### src/sv/fenced_first_fit_allocator_core_macros.svh
// Assertion helpers for the allocator
`ifndef FENCED_FIRST_FIT_ALLOCATOR_CORE_MACROS_SVH
`define FENCED_FIRST_FIT_ALLOCATOR_CORE_MACROS_SVH
`define FFA_ASSERT_IMPL(label, clk, rst_n, ante, cons, msg) \
  label: assert property (@(posedge clk) disable iff (!rst_n) (ante) |-> (cons)) \
    else $error(msg);
`define FFA_ASSERT_NEXT(label, clk, rst_n, ante, cons, msg) \
  label: assert property (@(posedge clk) disable iff (!rst_n) (ante) |=> (cons)) \
    else $error(msg);
`endif

### src/sv/ffa_pkg.sv
package ffa_pkg;
  localparam logic [1:0] ST_OK       = 2'd0;
  localparam logic [1:0] ST_NOSPACE  = 2'd1;
  localparam logic [1:0] ST_PENDFULL = 2'd2;

  typedef enum logic [8:0] {
    S_IDLE   = 9'b000000001,
    S_RET    = 9'b000000010,
    S_FLUSH  = 9'b000000100,
    S_SORT   = 9'b000001000,
    S_MERGE  = 9'b000010000,
    S_FIT    = 9'b000100000,
    S_SHIFT  = 9'b001000000,
    S_BUMP   = 9'b010000000,
    S_DONE   = 9'b100000000
  } state_t;

  typedef struct packed {
    logic load;
    logic ret_step;
    logic flush_step;
    logic sort_step;
    logic merge_step;
    logic fit_step;
    logic shift_step;
    logic bump_step;
    logic finish;
  } ctrl_t;

  typedef struct packed {
    logic ret_done;
    logic flush_done;
    logic sort_done;
    logic merge_done;
    logic fit_done;
    logic fit_hit;
    logic shift_done;
  } stat_t;
endpackage

### src/sv/ffa_ctrl.sv
module ffa_ctrl (
  input  logic           clk,
  input  logic           rst_n,
  input  logic           start,
  input  logic           in_mode,
  input  ffa_pkg::stat_t st,
  output ffa_pkg::ctrl_t cmd,
  output logic           busy
);
  ffa_pkg::state_t state_r, state_nxt;

  always_comb begin
    state_nxt = state_r;
    cmd = '0;
    unique case (state_r)
      ffa_pkg::S_IDLE: begin
        if (start) begin
          cmd.load = 1'b1;
          state_nxt = in_mode ? ffa_pkg::S_RET : ffa_pkg::S_FLUSH;
        end
      end
      ffa_pkg::S_RET: begin
        cmd.ret_step = 1'b1;
        if (st.ret_done) state_nxt = ffa_pkg::S_DONE;
      end
      ffa_pkg::S_FLUSH: begin
        cmd.flush_step = 1'b1;
        if (st.flush_done) state_nxt = ffa_pkg::S_SORT;
      end
      ffa_pkg::S_SORT: begin
        cmd.sort_step = 1'b1;
        if (st.sort_done) state_nxt = ffa_pkg::S_MERGE;
      end
      ffa_pkg::S_MERGE: begin
        cmd.merge_step = 1'b1;
        if (st.merge_done) state_nxt = ffa_pkg::S_FIT;
      end
      ffa_pkg::S_FIT: begin
        cmd.fit_step = 1'b1;
        if (st.fit_hit) state_nxt = ffa_pkg::S_SHIFT;
        else if (st.fit_done) state_nxt = ffa_pkg::S_BUMP;
      end
      ffa_pkg::S_SHIFT: begin
        cmd.shift_step = 1'b1;
        if (st.shift_done) state_nxt = ffa_pkg::S_DONE;
      end
      ffa_pkg::S_BUMP: begin
        cmd.bump_step = 1'b1;
        state_nxt = ffa_pkg::S_DONE;
      end
      ffa_pkg::S_DONE: begin
        cmd.finish = 1'b1;
        state_nxt = ffa_pkg::S_IDLE;
      end
      default: state_nxt = ffa_pkg::S_IDLE;
    endcase
  end

  always_ff @(posedge clk) begin
    if (!rst_n) state_r <= ffa_pkg::S_IDLE;
    else state_r <= state_nxt;
  end

  assign busy = (state_r != ffa_pkg::S_IDLE);

  `include "fenced_first_fit_allocator_core_macros.svh"
  `FFA_ASSERT_IMPL(a_onehot, clk, rst_n, 1'b1, $onehot(state_r), "state not one-hot")
  `FFA_ASSERT_NEXT(a_done_idle, clk, rst_n, state_r == ffa_pkg::S_DONE,
    state_r == ffa_pkg::S_IDLE, "done not followed by idle")
  `FFA_ASSERT_NEXT(a_start_busy, clk, rst_n, start && !busy, busy, "start not taken")
endmodule

### config.mk
export PLATFORM = sky130hd
export DESIGN_NAME = ffa_ctrl
export DESIGN_NICKNAME = d
export VERILOG_FILES = /design/src/sv/ffa_pkg.sv /design/src/sv/ffa_ctrl.sv
export VERILOG_INCLUDE_DIRS = /design/src /design/src/sv
export SDC_FILE = /design/constraint.sdc
export NUM_CORES = 1
export LEC_CHECK = 0
export ABC_AREA = 1
export BUFFER_PORTS_ARGS = -buffer_cell sky130_fd_sc_hd__buf_2
export CAP_MARGIN = 40
export CORE_MARGIN = 2
export CORE_UTILIZATION = 50
export DETAILED_ROUTE_END_ITERATION = 7
export GPL_ROUTABILITY_DRIVEN = 0
export GPL_TIMING_DRIVEN = 0
export PLACE_DENSITY_LB_ADDON = 0.25
export SYNTH_ARGS = -nofsm -noshare
export SYNTH_HDL_FRONTEND = slang
export SYNTH_SLANG_ARGS = --single-unit
### constraint.sdc
create_clock -name clk -period 1.47 [get_ports clk]
set_input_delay 0.294 -clock clk [delete_from_list [all_inputs] [get_ports clk]]
set_output_delay 0.294 -clock clk [all_outputs]
set_load 0.02 [all_outputs]
Word level (Yosys, flattened, before mapping)
Cells that the tools add are included.

operators by class
  equality and inequality tests = 17
  muxes and demuxes = 20
  reduce and logical (&&, ||, !) cells = 1

operator list
  kind                                                  count
  two-way mux 9 bit                                     8
  case mux 9 bit (8 select lines)                       1
  != test 2 bit (second input constant)                 6
  two-way mux 1 bit                                     10
  equality test 9 x 1 -> 1 bit (second input constant)  1
  equality test 9 x 2 -> 1 bit (second input constant)  1
  equality test 9 x 3 -> 1 bit (second input constant)  1
  equality test 9 x 4 -> 1 bit (second input constant)  1
  equality test 9 x 5 -> 1 bit (second input constant)  1
  equality test 9 x 6 -> 1 bit (second input constant)  1
  equality test 9 x 7 -> 1 bit (second input constant)  1
  equality test 9 x 8 -> 1 bit (second input constant)  1
  equality test 9 bit (second input constant)           1
  != test 9 x 1 -> 1 bit (second input constant)        1
  AND reduction 7 bit                                   1
  two-way mux 3 bit                                     1
  != test 3 bit (second input constant)                 1

word-level totals
  input port bits = 11
  logic and storage cells = 39
  register bits after elaboration = 9

Depth between registers and ports, before layout
  word-level depth = 3
  mapped depth = 10
  mapped depth without buffers = 10

Worst setup path after synthesis
Ideal clock, no wire load.

  kind = reg-to-output
  start = register state_r[3]
  end = output port cmd[0] (netlist bit)
  data arrival time = 1,235 ps
  stages on the path, launching flop included = 4
  data required time = 1,176 ps
  path slack = -59 ps
  buffers on the path = 0
  cell sequence = dfxtp_1 -> nor2_4 -> inv_2 -> nor4_1

RTL lines
  element                   RTL line        text
  start: declaration        ffa_ctrl.sv:10  ffa_pkg::state_t state_r, state_nxt;
  start signal: assignment  ffa_ctrl.sv:60  if (!rst_n) state_r <= ffa_pkg::S_IDLE;
  start signal: assignment  ffa_ctrl.sv:61  else state_r <= state_nxt;
  end: declaration          ffa_ctrl.sv:7   output ffa_pkg::ctrl_t cmd,

==> flow_summary.ini <==
[pwr]
cellPowerDensity_nw_per_um2 = 1950
peakVddDrop_mv = 1.53
p_total_uw = 2240
p_leak_uw = 0.000631

[routing]
via_count = 927
drt.antenna.violating_nets = 0
dr.pass1.iters = 4
drc = 0
via_per_inst = 5.36
dr.first_iter.drc_count = 49
wire_per_inst_um = 14.5
wirelength_mm = 2.52

[sta]
finalCriticalPeriod_ps = 1660
final_max_slew_viol_count = 0
worst_pin_slew_ps = 395
rsz0062_at_grt = true
setup_slack_ps = -192
fin_skew_ps = 12.4
post-route-period-util = 1.13
fmax_mhz = 602
slew-limit-headroom = 0.735
setup_violations = 18
hold_violations = 0

[placement]
hpwl_mm = 1.42
io_buffers = 19
place_ws_ps = -0.615

[outcome]
violations = negative setup slack
status = finished with violations

[floorplanning]
ios = 21
dieHeight_um = 42.6
core_um2 = 1350
dieArea_um2 = 1810
start_util = 0.551
fp-row-count = 13
fp.dieW_um = 42.6

[synthesis]
synth-seq-cells = 9
yosysTopAreaCell = dfxtp_1
synth_common_cells = inv_1, nand2_1, nor2_1, nand3_1, dfxtp_1
syn_avg_cell_area_um2 = 6.20
syn_nets = 131
synth-edff-count = 0
syn_area_um2 = 744
yosys_warnings = 0
synth_top_cell_area_share = 0.242
ys.flop_type = dfxtp_1
yosys-top-cells-area = dfxtp_1, inv_1, nand2_1
yosysSeqAreaShare = 0.242
async_reset_ff_frac = 0
ys_types = 20
yosysMostFrequentCell = inv_1
syn_inst = 120

[cts]
cts_tree = built
clock_path_buffers = 2
clk_latency_ps = 280
cts_sinks = 9
cts_root_buffer = clkbuf_4
cts_inserted_buffers = 3
h-tree-depth = 1
clk_pin_slew_ps = 80

[critical_path]
critPathRequiredTime_ps = 1180
worst_setup_path_end_kind = output pin
crit_chain = inv_1, nand2_1, nor2_1, nand2_2, inv_2, buf_6
critical_path_arrival_ps = 1370
cpPeakStageDelay_ps = 330
crit_path_max_fanout = 3
start_kind = flip-flop
crit_type = flip-flop to output pin
cpMaxStageDelayCell = dfxtp_1

[global_route]
grt_start_max_net_pins = 10
grt_pass1_vias = 852
overflow = 0
grt_usage = 0.267
grt_antenna_before_repair = 0
grt_pass1_wl_mm = 3.64

[cells_and_area]
areaGrowthSynthToFinish_pct = 54.3
antenna_cells = 0
layout.nets = 170
top_regs = state_r (9)
top_register = state_r
largest_register_ffs = 9
layout-drive-gt1-share = 0.544

[worst_hold_path]
holdCritPathClass = primary input to flip-flop

[flow_run]
cap_violations = 0
per-stage QoR:
stage | setup TNS, ps | std cells | util | hold slack [ps] | instance area (um^2)
2_1_floorplan | 0 | 120 | - | 448 | 751
3_3_place_gp | 0 | 154 | 0.640 | 530 | 865
3_5_place_dp | -0.799 | 154 | 0.640 | 551 | 865
4_1_cts | -1480 | 169 | 0.795 | 299 | 1070
5_1_grt | -3320 | 173 | 0.851 | 273 | 1150
6_report | -2320 | 173 | 0.851 | 279 | 1150
kinds of logic (layout without fill, tap and decap cells):
group | Yosys count | in the layout | share of synthesized area
compound gates | 3 | 3 | 0.0235
flops | 9 | 9 | 0.242
buf+inv | 30 | 68 | 0.153
simple gates | 78 | 78 | 0.582
layout make-up:
| class | instances | area (um^2) |
|---|---|---|
| sequential | 9 | 194 |
| multi-input combinational | 81 | 524 |
| buffer | 1 | 5.00 |
| timing repair buffer | 34 | 267 |
| tap | 15 | 18.8 |
| fill | 82 | 201 |
| clock buffer | 4 | 26.3 |
| inverter | 29 | 114 |
layer usage:
layer | track usage | vias to the layer above | routed length, um
met4 | 0.119 | 0 | 61
li1 | - | 437 | -
met2 | 0.449 | 50 | 1330
met5 | 0 | - | 0
met1 | 0.323 | 430 | 961
met3 | 0.0560 | 10 | 166
critical path: cells and delay by family, from the launching register on:
family | cells | cell delay (ps)
buffers and inverters | 3 | 310
DFF | 1 | 330
and+or+nand+nor | 3 | 450
worst paths after layout:
path | start | to | slack (ps) | depth (start not counted)
worst max-delay path | state_r[7] | cmd[4] | -190 | 6
worst min-delay path | st[1] | state_r[6] | 280 | 3
worst max register to register | state_r[3] | state_r[3] | -150 | 11
worst min register to register | state_r[1] | state_r[1] | 530 | 2
power by group:
part / switching, uW / internal, uW / total (uW)
logic: 939 / 665 / 1600
clock network: 109 / 105 / 215
registers: 87.8 / 331 / 419
total: 1140 / 1100 / 2240
cell usage in the layout (no fill, tap or decap):
cell,n
nand4_1,2
nor3_2,1
nand3_2,2
a21oi_2,2
nor2_1,14
inv_2,9
dfxtp_2,2
inv_4,2
nor2_4,9
buf_2,10
nand3_1,15
nor2_2,3
nand2_4,5
nand3b_1,1
dfxtp_1,4
buf_4,16
clkbuf_1,1
a21boi_0,1
nand2_2,8
or2_0,1
nor2_8,1
nand2_1,15
dfxtp_4,3
nor4_2,1
buf_6,9
inv_1,18
clkbuf_4,3
repair_timing:
| action | CTS | global route |
|---|---|---|
| pin swaps | 11 | 6 |
| setup endpoints to repair | 12 | 18 |
| setup buffers | 11 | 4 |
| resized for setup | 42 | 14 |
| endpoints found under the hold margin | 0 | 0 |
| hold buffers | 0 | 0 |
(Power assumes the default switching activity.)
